$ cat config.mk
export PLATFORM = sky130hd
export DESIGN_NAME = breathing_led_pwm_driver
export DESIGN_NICKNAME = d
export VERILOG_FILES = /design/src/design/brth_pkg.sv /design/src/design/brth_div.sv /design/src/design/brth_datapath.sv /design/src/design/brth_ctrl.sv /design/src/design/breathing_led_pwm_driver.sv
export SDC_FILE = /design/constraint.sdc
export NUM_CORES = 1
export LEC_CHECK = 0
export ABC_AREA = 0
export BUFFER_PORTS_ARGS = -buffer_cell sky130_fd_sc_hd__clkbuf_2
export CORE_UTILIZATION = 55
export CTS_BUF_LIST = sky130_fd_sc_hd__clkbuf_16
export DETAILED_ROUTE_END_ITERATION = 7
export GPL_TIMING_DRIVEN = 0
export PLACE_DENSITY = 0.69
export SYNTH_ARGS = -nofsm -noshare
export SYNTH_HDL_FRONTEND = slang
export SYNTH_SLANG_ARGS = --single-unit
$ cat constraint.sdc
create_clock -name clk_i -period 17.9 [get_ports clk_i]
set_clock_uncertainty 0.2 [all_clocks]
set_input_delay 0.895 -clock clk_i [delete_from_list [all_inputs] [get_ports clk_i]]
set_output_delay 0.895 -clock clk_i [all_outputs]
set_load 0.03 [all_outputs]
$ cat src/design/brth_pkg.sv
// Shared types, codes, constants and the gamma curve table of the breathing LED driver.
`timescale 1ns / 1ps

package brth_pkg;

  // Fixed field widths
  localparam int OP_W         = 3;
  localparam int TOP_W        = 10;
  localparam int LVL_W        = 8;
  localparam int IDLE_CFG_W   = 16;
  localparam int OFFSET_W     = 10;
  localparam int CFG_IDX_W    = 3;
  localparam int CFG_DATA_W   = 16;

  // Default parameter values
  localparam int POSITION_BITS_DEF = 10;
  localparam int IDLE_BITS_DEF     = 16;

  localparam logic [LVL_W-1:0] LEVEL_MAX = 8'd255;

  // Register reset values
  localparam logic [TOP_W-1:0]      CYCLE_TOP_RST     = 10'd200;
  localparam logic [LVL_W-1:0]      FLOOR_POWER_RST   = 8'd5;
  localparam logic [LVL_W-1:0]      CEILING_POWER_RST = 8'd255;
  localparam logic [IDLE_CFG_W-1:0] IDLE_LOW_RST      = 16'd0;
  localparam logic [IDLE_CFG_W-1:0] IDLE_HIGH_RST     = 16'd0;

  // Event codes
  typedef enum logic [OP_W-1:0] {
    OP_TICK     = 3'd0,
    OP_BRIGHTEN = 3'd1,
    OP_RELAX    = 3'd2,
    OP_QUELL    = 3'd3,
    OP_RESTORE  = 3'd4,
    OP_PULSE    = 3'd5,
    OP_DIRECT   = 3'd6
  } brth_op_e;

  // Register indexes
  typedef enum logic [CFG_IDX_W-1:0] {
    CFG_CYCLE_TOP     = 3'd0,
    CFG_FLOOR_POWER   = 3'd1,
    CFG_CEILING_POWER = 3'd2,
    CFG_IDLE_LOW      = 3'd3,
    CFG_IDLE_HIGH     = 3'd4
  } brth_cfg_e;

  // Controller to datapath commands
  typedef struct packed {
    logic accept;     // take the input beat and apply its immediate state update
    logic div_start;  // launch the shared divider
    logic div_level;  // divider operands: 1 ramp product / top, 0 draw / span
    logic mod_load;   // idle count from the draw remainder
    logic mul_load;   // register the ramp product
    logic level_load; // register the clamped ramp level
    logic out_load;   // load the output register
  } brth_cmd_t;

  // Datapath to controller status
  typedef struct packed {
    logic is_tick;
    logic is_direct;
    logic need_mod;
    logic div_done;
    logic out_free;
  } brth_sts_t;

  // Gamma curve table, built at elaboration in Q62 fixed point
  localparam logic [63:0] HALF_PI_Q62 = 64'h6487ED5110B4611A;
  localparam logic [63:0] CUBE_255    = 64'd16581375;

  typedef logic [LVL_W-1:0] curve_rom_t [256];

  function automatic logic [63:0] q62_mul(input logic [63:0] a, input logic [63:0] b);
    logic [127:0] p;
    p = {64'd0, a} * {64'd0, b};
    return p[125:62];
  endfunction

  // Shift-subtract division, used at elaboration only
  function automatic logic [63:0] udiv64(input logic [63:0] n, input logic [63:0] d);
    logic [64:0] r;
    logic [63:0] q;
    r = '0;
    q = n;
    for (int i = 0; i < 64; i++) begin
      r = {r[63:0], q[63]};
      q = {q[62:0], 1'b0};
      if (r >= {1'b0, d}) begin
        r = r - {1'b0, d};
        q[0] = 1'b1;
      end
    end
    return q;
  endfunction

  function automatic logic [LVL_W-1:0] curve_entry(input int unsigned v);
    logic [63:0] num;
    logic [63:0] ratio;
    logic [63:0] theta;
    logic [63:0] x2;
    logic [63:0] term;
    logic [63:0] sum;
    logic [63:0] den;
    logic [63:0] scaled;
    logic        stop;
    if (v == 0) return '0;
    if (v >= 255) return LEVEL_MAX;
    num   = 64'(v) * 64'(v) * 64'(v);
    ratio = '0;
    // ratio = v^3 / 255^3
    for (int i = 0; i < 62; i++) begin
      num   = num << 1;
      ratio = ratio << 1;
      if (num >= CUBE_255) begin
        num      = num - CUBE_255;
        ratio[0] = 1'b1;
      end
    end
    theta = q62_mul(HALF_PI_Q62, ratio);
    x2    = q62_mul(theta, theta);
    term  = theta;
    sum   = theta;
    stop  = 1'b0;
    // sine series
    for (int k = 1; k < 40; k++) begin
      if (!stop) begin
        den  = 64'((2 * k) * (2 * k + 1));
        term = udiv64(q62_mul(term, x2), den);
        if (term == 0) begin
          stop = 1'b1;
        end else if (k[0]) begin
          sum = sum - term;
        end else begin
          sum = sum + term;
        end
      end
    end
    scaled = (sum >> 8) * 64'd255;
    scaled = scaled >> 54;
    return (scaled > 64'd255) ? LEVEL_MAX : scaled[LVL_W-1:0];
  endfunction

  function automatic curve_rom_t build_rom();
    curve_rom_t rom;
    for (int v = 0; v < 256; v++) begin
      rom[v] = curve_entry(v);
    end
    return rom;
  endfunction

  localparam curve_rom_t CURVE_ROM = build_rom();

endpackage

$ cat src/design/brth_div.sv
// Iterative restoring divider, one quotient bit per cycle.
`timescale 1ns / 1ps

module brth_div #(
  parameter int DIVIDEND_W = 18,
  parameter int DIVISOR_W  = 16
) (
  input  logic                  clk_i,
  input  logic                  rst_ni,
  input  logic                  start_i,
  input  logic [DIVIDEND_W-1:0] dividend_i,
  input  logic [DIVISOR_W-1:0]  divisor_i,
  output logic                  done_o,
  output logic [DIVIDEND_W-1:0] quot_o,
  output logic [DIVISOR_W-1:0]  rem_o
);

  localparam int CNT_W = $clog2(DIVIDEND_W + 1);

  logic                  busy_q, busy_d;
  logic                  done_q, done_d;
  logic [CNT_W-1:0]      cnt_q, cnt_d;
  logic [DIVIDEND_W-1:0] quo_q, quo_d;
  logic [DIVISOR_W-1:0]  rem_q, rem_d;
  logic [DIVISOR_W-1:0]  dsr_q, dsr_d;
  logic [DIVISOR_W:0]    rem_shift;

  // one shift-subtract step
  always_comb begin
    busy_d    = busy_q;
    done_d    = 1'b0;
    cnt_d     = cnt_q;
    quo_d     = quo_q;
    rem_d     = rem_q;
    dsr_d     = dsr_q;
    rem_shift = {rem_q, quo_q[DIVIDEND_W-1]};
    if (start_i) begin
      busy_d = 1'b1;
      cnt_d  = CNT_W'(DIVIDEND_W);
      quo_d  = dividend_i;
      rem_d  = '0;
      dsr_d  = divisor_i;
    end else if (busy_q) begin
      quo_d = {quo_q[DIVIDEND_W-2:0], 1'b0};
      if (rem_shift >= {1'b0, dsr_q}) begin
        rem_d    = DIVISOR_W'(rem_shift - {1'b0, dsr_q});
        quo_d[0] = 1'b1;
      end else begin
        rem_d = rem_shift[DIVISOR_W-1:0];
      end
      cnt_d = cnt_q - CNT_W'(1);
      if (cnt_q == CNT_W'(1)) begin
        busy_d = 1'b0;
        done_d = 1'b1;
      end
    end
  end

  // control state
  always_ff @(posedge clk_i or negedge rst_ni) begin
    if (!rst_ni) begin
      busy_q <= 1'b0;
      done_q <= 1'b0;
      cnt_q  <= '0;
    end else begin
      busy_q <= busy_d;
      done_q <= done_d;
      cnt_q  <= cnt_d;
    end
  end

  // operands and partial results
  always_ff @(posedge clk_i) begin
    quo_q <= quo_d;
    rem_q <= rem_d;
    dsr_q <= dsr_d;
  end

  assign done_o = done_q;
  assign quot_o = quo_q;
  assign rem_o  = rem_q;

endmodule

$ cat src/design/brth_datapath.sv
// Datapath: registers, ramp and floor/ceiling state, level arithmetic and output register.
`timescale 1ns / 1ps

module brth_datapath #(
  parameter int POSITION_BITS = brth_pkg::POSITION_BITS_DEF,
  parameter int IDLE_BITS     = brth_pkg::IDLE_BITS_DEF
) (
  input  logic                                clk_i,
  input  logic                                rst_ni,
  input  logic                                cfg_we_i,
  input  logic [brth_pkg::CFG_IDX_W-1:0]      cfg_index_i,
  input  logic [brth_pkg::CFG_DATA_W-1:0]     cfg_wdata_i,
  input  logic [brth_pkg::OP_W-1:0]           op_i,
  input  logic signed [brth_pkg::OFFSET_W-1:0] bias_i,
  input  logic signed [brth_pkg::OFFSET_W-1:0] direct_level_i,
  input  logic [brth_pkg::IDLE_CFG_W-1:0]     idle_draw_i,
  input  brth_pkg::brth_cmd_t                 cmd_i,
  output brth_pkg::brth_sts_t                 sts_o,
  input  logic                                out_ready_i,
  output logic                                out_valid_o,
  output logic [brth_pkg::LVL_W-1:0]          duty_o,
  output logic [brth_pkg::LVL_W-1:0]          linear_level_o
);

  localparam int PW    = POSITION_BITS;
  localparam int TW    = brth_pkg::TOP_W;
  localparam int LW    = brth_pkg::LVL_W;
  localparam int CW    = brth_pkg::IDLE_CFG_W;
  localparam int WW    = ((PW > TW) ? PW : TW) + 2;        // step arithmetic
  localparam int MAG_W = PW + 8;                           // |position * span|
  localparam int DW    = (MAG_W > CW) ? MAG_W : CW;        // divider dividend
  localparam int SW    = PW + 11;                          // level sum
  localparam int ISW   = ((IDLE_BITS > CW) ? IDLE_BITS : CW) + 1;

  // configuration registers
  logic [TW-1:0] cycle_top_q;
  logic [LW-1:0] floor_power_q;
  logic [LW-1:0] ceiling_power_q;
  logic [CW-1:0] idle_low_q;
  logic [CW-1:0] idle_high_q;

  // block state
  logic [PW-1:0]        ramp_q, ramp_d;
  logic                 rising_q, rising_d;
  logic [IDLE_BITS-1:0] idle_left_q, idle_left_d;
  logic [LW-1:0]        floor_q, floor_d;
  logic [LW-1:0]        ceil_q, ceil_d;

  // per-beat work registers
  logic signed [brth_pkg::OFFSET_W-1:0] bias_q;
  logic [CW-1:0]        draw_q;
  logic [MAG_W-1:0]     mag_q;
  logic                 neg_q;
  logic [LW-1:0]        level_q, level_d;
  logic                 out_valid_q;
  logic [LW-1:0]        duty_q;
  logic [LW-1:0]        lin_q;

  always_ff @(posedge clk_i or negedge rst_ni) begin
    if (!rst_ni) begin
      cycle_top_q     <= brth_pkg::CYCLE_TOP_RST;
      floor_power_q   <= brth_pkg::FLOOR_POWER_RST;
      ceiling_power_q <= brth_pkg::CEILING_POWER_RST;
      idle_low_q      <= brth_pkg::IDLE_LOW_RST;
      idle_high_q     <= brth_pkg::IDLE_HIGH_RST;
    end else if (cfg_we_i) begin
      case (cfg_index_i)
        brth_pkg::CFG_CYCLE_TOP:     cycle_top_q     <= cfg_wdata_i[TW-1:0];
        brth_pkg::CFG_FLOOR_POWER:   floor_power_q   <= cfg_wdata_i[LW-1:0];
        brth_pkg::CFG_CEILING_POWER: ceiling_power_q <= cfg_wdata_i[LW-1:0];
        brth_pkg::CFG_IDLE_LOW:      idle_low_q      <= cfg_wdata_i[CW-1:0];
        brth_pkg::CFG_IDLE_HIGH:     idle_high_q     <= cfg_wdata_i[CW-1:0];
        default: ;
      endcase
    end
  end

  // ramp step: one position toward the current end, clamped to 0..top
  logic [TW-1:0] top_eff;
  logic [WW-1:0] top_ext, pos_raw, pos_c;
  logic          pos_zero, pos_at_top, span_pos;

  always_comb begin
    top_eff    = (cycle_top_q == '0) ? TW'(1) : cycle_top_q;
    top_ext    = WW'(top_eff);
    pos_raw    = WW'(ramp_q) + (rising_q ? WW'(1) : {WW{1'b1}});
    if (pos_raw[WW-1]) begin
      pos_c = '0;
    end else if (pos_raw > top_ext) begin
      pos_c = top_ext;
    end else begin
      pos_c = pos_raw;
    end
    pos_zero   = (pos_c == '0);
    pos_at_top = (pos_c == top_ext);
    span_pos   = (idle_high_q > idle_low_q);
  end

  // divider: draw mod span, or |position * span| / top
  logic          div_done;
  logic [DW-1:0] div_quot;
  logic [CW-1:0] div_rem;
  logic [DW-1:0] div_dividend;
  logic [CW-1:0] div_divisor;

  assign div_dividend = cmd_i.div_level ? DW'(mag_q) : DW'(draw_q);
  assign div_divisor  = cmd_i.div_level ? CW'(top_eff) : CW'(idle_high_q - idle_low_q);

  brth_div #(
    .DIVIDEND_W (DW),
    .DIVISOR_W  (CW)
  ) u_div (
    .clk_i      (clk_i),
    .rst_ni     (rst_ni),
    .start_i    (cmd_i.div_start),
    .dividend_i (div_dividend),
    .divisor_i  (div_divisor),
    .done_o     (div_done),
    .quot_o     (div_quot),
    .rem_o      (div_rem)
  );

  // ramp product and level sum
  logic signed [8:0]     span_s;
  logic signed [PW+9:0]  prod;
  logic [PW+9:0]         prod_abs;
  logic signed [SW-1:0]  q_s;
  logic signed [SW-1:0]  lvl_sum;
  logic [ISW-1:0]        idle_low_ext;
  logic [ISW-1:0]        idle_sum;
  logic [LW:0]           fl_inc, ce_inc, fp_inc;

  always_comb begin
    span_s       = $signed({1'b0, ceil_q}) - $signed({1'b0, floor_q});
    prod         = $signed({1'b0, ramp_q}) * span_s;
    prod_abs     = prod[PW+9] ? (PW+10)'(-prod) : prod;
    q_s          = neg_q ? -$signed(SW'(div_quot)) : $signed(SW'(div_quot));
    lvl_sum      = $signed(SW'(floor_q)) + q_s + SW'(bias_q);
    idle_low_ext = ISW'(idle_low_q);
    idle_sum     = idle_low_ext + ISW'(div_rem);
    fl_inc       = {1'b0, floor_q} + (LW+1)'(1);
    ce_inc       = {1'b0, ceil_q} + (LW+1)'(1);
    fp_inc       = {1'b0, floor_power_q} + (LW+1)'(1);
  end

  // state updates
  always_comb begin
    ramp_d      = ramp_q;
    rising_d    = rising_q;
    idle_left_d = idle_left_q;
    floor_d     = floor_q;
    ceil_d      = ceil_q;
    level_d     = level_q;
    if (cmd_i.accept) begin
      case (op_i)
        brth_pkg::OP_TICK: begin
          if (idle_left_q != '0) begin
            idle_left_d = idle_left_q - IDLE_BITS'(1);
          end else begin
            ramp_d = pos_c[PW-1:0];
            if (pos_zero) idle_left_d = idle_low_ext[IDLE_BITS-1:0];
            if (pos_zero || pos_at_top) rising_d = ~rising_q;
          end
        end
        brth_pkg::OP_BRIGHTEN: begin
          floor_d = (fl_inc < {1'b0, ceiling_power_q}) ? fl_inc[LW-1:0] : ceiling_power_q;
        end
        brth_pkg::OP_RELAX: begin
          floor_d = ({1'b0, floor_q} > fp_inc) ? floor_q - LW'(1) : floor_power_q;
        end
        brth_pkg::OP_QUELL: begin
          ceil_d  = (ceil_q == '0) ? '0 : ceil_q - LW'(1);
          floor_d = '0;
        end
        brth_pkg::OP_RESTORE: begin
          ceil_d = (ce_inc < {1'b0, ceiling_power_q}) ? ce_inc[LW-1:0] : ceiling_power_q;
          if (floor_q < floor_power_q) floor_d = fl_inc[LW-1:0];
        end
        brth_pkg::OP_PULSE: begin
          idle_left_d = '0;
        end
        brth_pkg::OP_DIRECT: begin
          if (direct_level_i[brth_pkg::OFFSET_W-1]) begin
            level_d = '0;
          end else if (direct_level_i > $signed(brth_pkg::OFFSET_W'(brth_pkg::LEVEL_MAX))) begin
            level_d = brth_pkg::LEVEL_MAX;
          end else begin
            level_d = direct_level_i[LW-1:0];
          end
        end
        default: ;
      endcase
    end
    if (cmd_i.mod_load) begin
      idle_left_d = idle_sum[IDLE_BITS-1:0];
    end
    if (cmd_i.level_load) begin
      if (lvl_sum < 0) begin
        level_d = '0;
      end else if (lvl_sum > $signed(SW'(brth_pkg::LEVEL_MAX))) begin
        level_d = brth_pkg::LEVEL_MAX;
      end else begin
        level_d = lvl_sum[LW-1:0];
      end
    end
  end

  always_ff @(posedge clk_i or negedge rst_ni) begin
    if (!rst_ni) begin
      ramp_q      <= '0;
      rising_q    <= 1'b1;
      idle_left_q <= '0;
      floor_q     <= brth_pkg::FLOOR_POWER_RST;
      ceil_q      <= brth_pkg::CEILING_POWER_RST;
    end else begin
      ramp_q      <= ramp_d;
      rising_q    <= rising_d;
      idle_left_q <= idle_left_d;
      floor_q     <= floor_d;
      ceil_q      <= ceil_d;
    end
  end

  // beat payload and intermediate results
  always_ff @(posedge clk_i) begin
    if (cmd_i.accept) begin
      bias_q <= bias_i;
      draw_q <= idle_draw_i;
    end
    if (cmd_i.mul_load) begin
      mag_q <= prod_abs[MAG_W-1:0];
      neg_q <= prod[PW+9];
    end
    level_q <= level_d;
  end

  // output register, curve lookup on load
  logic out_free;
  assign out_free = !out_valid_q || out_ready_i;

  always_ff @(posedge clk_i or negedge rst_ni) begin
    if (!rst_ni) begin
      out_valid_q <= 1'b0;
    end else if (cmd_i.out_load) begin
      out_valid_q <= 1'b1;
    end else if (out_ready_i) begin
      out_valid_q <= 1'b0;
    end
  end

  always_ff @(posedge clk_i) begin
    if (cmd_i.out_load) begin
      duty_q <= brth_pkg::CURVE_ROM[level_q];
      lin_q  <= level_q;
    end
  end

  assign out_valid_o    = out_valid_q;
  assign duty_o         = duty_q;
  assign linear_level_o = lin_q;

  // status toward the controller
  always_comb begin
    sts_o.is_tick   = (op_i == brth_pkg::OP_TICK);
    sts_o.is_direct = (op_i == brth_pkg::OP_DIRECT);
    sts_o.need_mod  = (op_i == brth_pkg::OP_TICK) && (idle_left_q == '0) && pos_zero && span_pos;
    sts_o.div_done  = div_done;
    sts_o.out_free  = out_free;
  end

endmodule

$ cat src/design/brth_ctrl.sv
// Controller: sequences accept, idle draw, product, division and output load.
`timescale 1ns / 1ps

module brth_ctrl (
  input  logic                clk_i,
  input  logic                rst_ni,
  input  logic                in_valid_i,
  output logic                in_ready_o,
  input  brth_pkg::brth_sts_t sts_i,
  output brth_pkg::brth_cmd_t cmd_o
);

  typedef enum logic [7:0] {
    S_IDLE     = 8'b0000_0001,
    S_MOD_GO   = 8'b0000_0010,
    S_MOD_WAIT = 8'b0000_0100,
    S_MUL      = 8'b0000_1000,
    S_DIV_GO   = 8'b0001_0000,
    S_DIV_WAIT = 8'b0010_0000,
    S_SEND     = 8'b0100_0000,
    S_HOLD     = 8'b1000_0000
  } brth_state_e;

  brth_state_e state_q, state_d;

  // next state and commands
  always_comb begin
    state_d    = state_q;
    cmd_o      = '0;
    in_ready_o = 1'b0;
    case (state_q)
      S_IDLE: begin
        in_ready_o = 1'b1;
        if (in_valid_i) begin
          cmd_o.accept = 1'b1;
          if (sts_i.is_tick) begin
            state_d = sts_i.need_mod ? S_MOD_GO : S_MUL;
          end else if (sts_i.is_direct) begin
            state_d = S_SEND;
          end
        end
      end
      S_MOD_GO: begin
        cmd_o.div_start = 1'b1;
        state_d         = S_MOD_WAIT;
      end
      S_MOD_WAIT: begin
        if (sts_i.div_done) begin
          cmd_o.mod_load = 1'b1;
          state_d        = S_MUL;
        end
      end
      S_MUL: begin
        cmd_o.mul_load = 1'b1;
        state_d        = S_DIV_GO;
      end
      S_DIV_GO: begin
        cmd_o.div_start = 1'b1;
        cmd_o.div_level = 1'b1;
        state_d         = S_DIV_WAIT;
      end
      S_DIV_WAIT: begin
        cmd_o.div_level = 1'b1;
        if (sts_i.div_done) begin
          cmd_o.level_load = 1'b1;
          state_d          = S_SEND;
        end
      end
      S_SEND: begin
        if (sts_i.out_free) begin
          cmd_o.out_load = 1'b1;
          state_d        = S_IDLE;
        end else begin
          state_d = S_HOLD;
        end
      end
      S_HOLD: begin
        if (sts_i.out_free) begin
          cmd_o.out_load = 1'b1;
          state_d        = S_IDLE;
        end
      end
      default: begin
        state_d = S_IDLE;
      end
    endcase
  end

  always_ff @(posedge clk_i or negedge rst_ni) begin
    if (!rst_ni) begin
      state_q <= S_IDLE;
    end else begin
      state_q <= state_d;
    end
  end

  // divider completes only while a division is awaited
  a_div_done_expected: assert property (@(posedge clk_i) disable iff (!rst_ni)
    sts_i.div_done |-> (state_q == S_MOD_WAIT || state_q == S_DIV_WAIT))
    else $error("divider finished outside a wait state");

  // events without a result return to idle at once
  a_no_result_idle: assert property (@(posedge clk_i) disable iff (!rst_ni)
    (cmd_o.accept && !sts_i.is_tick && !sts_i.is_direct) |=> (state_q == S_IDLE))
    else $error("event without result did not return to idle");

  // a finished level always goes to the output stage
  a_level_to_send: assert property (@(posedge clk_i) disable iff (!rst_ni)
    (state_q == S_DIV_WAIT && sts_i.div_done) |=> (state_q == S_SEND))
    else $error("level result lost after division");

  // output load only when the output register can take it
  a_out_load_free: assert property (@(posedge clk_i) disable iff (!rst_ni)
    cmd_o.out_load |-> (sts_i.out_free && (state_q == S_SEND || state_q == S_HOLD)))
    else $error("output overwritten while a beat is pending");

endmodule

$ cat src/design/breathing_led_pwm_driver.sv
// Top level of the breathing LED driver: controller plus datapath.
//
// One event beat is worked on at a time. Brighten, relax, quell, restore,
// pulse and unused codes are applied at accept and give no result. A direct
// level is clamped to 0..255 and sent straight to the output stage. A tick
// registers the ramp product and then scales it by cycle_top in the
// one-bit-per-cycle divider, whose dividend is DW = max(POSITION_BITS+8, 16)
// bits wide (18 at the defaults); a tick that reaches the bottom of the ramp
// with idle_high above idle_low first runs that divider for the idle draw
// modulo. The result sits in an output register, so the block takes the next
// beat while a result waits; it stalls only when a second result is ready and
// the first has not yet been taken. Configuration writes take effect at once
// and belong to idle periods.
`timescale 1ns / 1ps

module breathing_led_pwm_driver #(
  parameter int POSITION_BITS = brth_pkg::POSITION_BITS_DEF,
  parameter int IDLE_BITS     = brth_pkg::IDLE_BITS_DEF
) (
  input  logic                                 clk_i,
  input  logic                                 rst_ni,
  input  logic                                 cfg_we_i,
  input  logic [brth_pkg::CFG_IDX_W-1:0]       cfg_index_i,
  input  logic [brth_pkg::CFG_DATA_W-1:0]      cfg_wdata_i,
  input  logic                                 in_valid_i,
  output logic                                 in_ready_o,
  input  logic [brth_pkg::OP_W-1:0]            op_i,
  input  logic signed [brth_pkg::OFFSET_W-1:0] bias_i,
  input  logic signed [brth_pkg::OFFSET_W-1:0] direct_level_i,
  input  logic [brth_pkg::IDLE_CFG_W-1:0]      idle_draw_i,
  output logic                                 out_valid_o,
  input  logic                                 out_ready_i,
  output logic [brth_pkg::LVL_W-1:0]           duty_o,
  output logic [brth_pkg::LVL_W-1:0]           linear_level_o
);

  brth_pkg::brth_cmd_t cmd;
  brth_pkg::brth_sts_t sts;

  brth_ctrl u_ctrl (
    .clk_i      (clk_i),
    .rst_ni     (rst_ni),
    .in_valid_i (in_valid_i),
    .in_ready_o (in_ready_o),
    .sts_i      (sts),
    .cmd_o      (cmd)
  );

  brth_datapath #(
    .POSITION_BITS (POSITION_BITS),
    .IDLE_BITS     (IDLE_BITS)
  ) u_datapath (
    .clk_i          (clk_i),
    .rst_ni         (rst_ni),
    .cfg_we_i       (cfg_we_i),
    .cfg_index_i    (cfg_index_i),
    .cfg_wdata_i    (cfg_wdata_i),
    .op_i           (op_i),
    .bias_i         (bias_i),
    .direct_level_i (direct_level_i),
    .idle_draw_i    (idle_draw_i),
    .cmd_i          (cmd),
    .sts_o          (sts),
    .out_ready_i    (out_ready_i),
    .out_valid_o    (out_valid_o),
    .duty_o         (duty_o),
    .linear_level_o (linear_level_o)
  );

endmodule

==> impl_results.md <==
* Status: complete, no violations
* Starting Density at 0.564
* CTS tree: yes
* Clk buf depth at 3
* Die Area at 39800 um2
* Number of synthesized flops with an enable pin at 103
* F_max at 105 MHz
* GRT Total Usage at 0.323
* YS warnings at 0
* Reg-to-reg endpoint: u_datapath.mag_q[14]
* WS Path Type: reg -> reg
* Drt total wl at 63000 um
* R2r startpoint: u_datapath.floor_q[2]
* Asr flop ratio synth at 0.496
* Worst Reg-to-Reg Cells at 31
* Detail Route Antenna Nets at 0
* Clock Pin Slew Worst Setup and Hold Paths at 60 ps
* Slew Limit Fails at 0
* Register area share after synthesis at 0.297
* Worst-Margin Slew at 1210 ps
* CTS buffer count at 28
* Layout cells sized above 1 at 0.0819
* Final setup viols at 0
* Vert. Die Dim at 199 um
* Hold-critical path depth at 0
* CTS sink cnt at 236
* Pin count of the biggest net entering global routing at 94
* IO Count at 81
* Vias at 19100
* Flop2flop setup slack at 8420 ps
* PortBufs at 77
* Total of max-cap violations at 0
* Max-slew headroom at 0.184
* Global-route wire length before repair at 100000 um
* Syn_area_per_cell at 8.66 um2
* Layout Area Growth over Synthesis at 9.91%
* Hold Path Class: reg -> reg
* Initial antenna violation count at 0
* Vias in the first global route at 18600
* Synthesized instance count at 2477
* HPWL after DPL at 49300 um
* Post-CTS Setup Inserts at 0
* Final Util at 0.620
* Nature of the critical path endpoint: flop
* Startpoint types: flop
* Synth Register Bits at 236
* Via-per-instance ratio at 6.12
* Top FF cell, synth: edfxtp_1
* Hold path startpoint: u_datapath.level_q[7]
* Placer Congestion at 0.973
* Crit path max fanout at 10
* Hold WS at 224 ps
* Largest stage delay on the critical path at 750 ps
* Hold Fails Final Rpt at 0
* Setup TNS Final at 0 ps
* Later-pin clock latency in the skew report at 590 ps
* Count of cell types in the netlist at 81
* RSZ-0062 raised after global routing: false
* Synth Cell Area at 21400 um2
* Root Driver: clkbuf_16
* Critical path's slowest cell: a31oi_1
* Post_cts resized at 0
* Placed insts at 3068
* Core footprint at 38000 um2
* Crit path arrival time at 9590 ps
* Post-Layout Cell Count at 3125
* Layout net count at 2940
* GR Overflow Total at 0
* Final Cycle Share at 0.530
* Crit path required time at 18010 ps
* Die width at 199 um
* Syn Nets at 2827
* WHS Endpoint: u_datapath.linear_level_o[7]
* H-Tree Depth at 1
* # rows at 71
* Pre-antenna DRT Iters at 6
* Initial DRC count at 1389
* Routed WL per cell at 20.1 um
* Min cycle time layout at 9480 ps
* DR DRC count at 0
kinds of logic after synthesis:
logic type | share of synthesized area
DFF | 0.297
adders and majority gates | 0.192
buffers and inverters | 0.0543
xor gates and xnor gates | 0.0588
muxes | 0.0286
AOI/OAI and AO/OA | 0.187
and+or+nand+nor | 0.182
synthesized netlist by cell type (all sizes together) (8+ instances only):
cell type	instances	area (um2)
mux2	34	383
a31oi	55	344
inv	215	807
xnor2	98	858
o21a	25	188
a211oi	29	218
nand2b	36	225
nor2	172	646
clkbuf	84	315
xor2	46	403
o22ai	10	62.6
nand4	11	68.8
nor4	19	125
buf	10	42.5
o221ai	9	78.8
dfrtp	92	2300
dfstp	25	657
a21oi	129	649
nor2b	29	181
a21o	23	173
edfxtp	103	3090
nand2	284	1070
a311oi	8	70.1
nand3	52	260
or3	25	161
or2	9	56.3
fa	71	1420
and2	54	338
and3	23	144
mux2i	23	230
o21ai	187	940
dfxtp	16	320
a211o	8	70.1
a21boi	12	90.1
ha	216	2700
o211ai	21	158
o31ai	22	165
a221o	10	100
nor3	75	392
sequential cells by signal, indices dropped and copies added, names as in the netlist, 10 cells and up:
name                     cells
u_datapath.ramp_q           10
u_datapath.cycle_top_q      10
u_datapath.idle_low_q       16
u_datapath.draw_q           16
u_datapath.mag_q            18
u_datapath.u_div.rem_o      16
u_datapath.u_div.dsr_q      16
u_datapath.bias_q           10
u_datapath.idle_high_q      16
u_datapath.u_div.quot_o     18
u_datapath.idle_left_q      16
per-layer routing:
layer | routed length (um) | track usage | vias to the layer above
li1 | - | - | 9053
met1 | 27200 | 0.437 | 9202
met2 | 29200 | 0.540 | 742
met3 | 4640 | 0.0370 | 118
met4 | 1890 | 0.103 | 0
met5 | 0 | 0 | -
worst max-delay path by stage:
stage / start / to / slack [ps] / cells past startpoint
floorplan: u_datapath.floor_q[2] / u_datapath.mag_q[10] / 10030 / 32
CTS: u_datapath.floor_q[2] / u_datapath.mag_q[14] / 8370 / 31
global route: u_datapath.floor_q[2] / u_datapath.mag_q[14] / 7550 / 31
global placement: u_datapath.floor_q[2] / u_datapath.mag_q[15] / 8680 / 31
finish: u_datapath.floor_q[2] / u_datapath.mag_q[14] / 8420 / 31
detailed placement: u_datapath.floor_q[2] / u_datapath.mag_q[14] / 8430 / 31
cell type report:
cell class / count / area (um2)
Fill cell: 3357 / 14400
Multi-Input combinational cell: 1932 / 13900
Sequential cell: 236 / 6370
Inverter: 215 / 807
Clock buffer: 28 / 701
Tap cell: 511 / 639
Timing Repair Buffer: 83 / 485
Buffer: 94 / 358
Clock inverter: 24 / 289
Antenna cell: 2 / 5.00
stage by stage:
| stage | cell area (um2) | setup slack, ps |
|---|---|---|
| after floorplan | 21400 | 10030 |
| after global placement | 22500 | 8680 |
| after detailed placement | 22500 | 8430 |
| after CTS | 23500 | 8370 |
| after global routing | 23600 | 7550 |
| final | 23600 | 8420 |
critical path: cells and delay by family (launching register included):
kind	cells	cell delay (ps)
AND/OR/NAND/NOR	5	540
XOR/XNOR	1	150
adder cells (fa/ha/maj)	7	3260
buffers and inverters	8	1860
AO/OA/AOI/OAI	10	2620
flip-flops	1	560
layout by cell type (no fill, tap or decap), types with 22 or more instances in the layout:
master and instances:
nand3_1 52, nor2b_1 29, dfrtp_1 92, ha_1 216, nand2_1 284, a21o_1 23
inv_1 219, a21oi_1 128, fa_1 71, a31oi_1 55, xnor2_1 98, dfstp_2 25
and2_1 52, nand2b_1 36, xor2_1 46, nor2_1 172, o21a_1 25, o21ai_0 176
nor3_1 73, or3_1 24, a211oi_1 29, clkbuf_2 76, clkbuf_1 84, mux2i_1 23
o31ai_1 22, mux2_2 33, edfxtp_1 103, clkbuf_16 28, and3_1 23
repair_timing:
action / 4_1_cts / 5_1_grt
endpoints found under the hold margin: 15 / 0
setup endpoints to repair: 0 / 0
hold buffers: 1 / 0
Power is not shown: default switching activity piles up to over one toggle a cycle in this logic, so the estimate is an artifact.
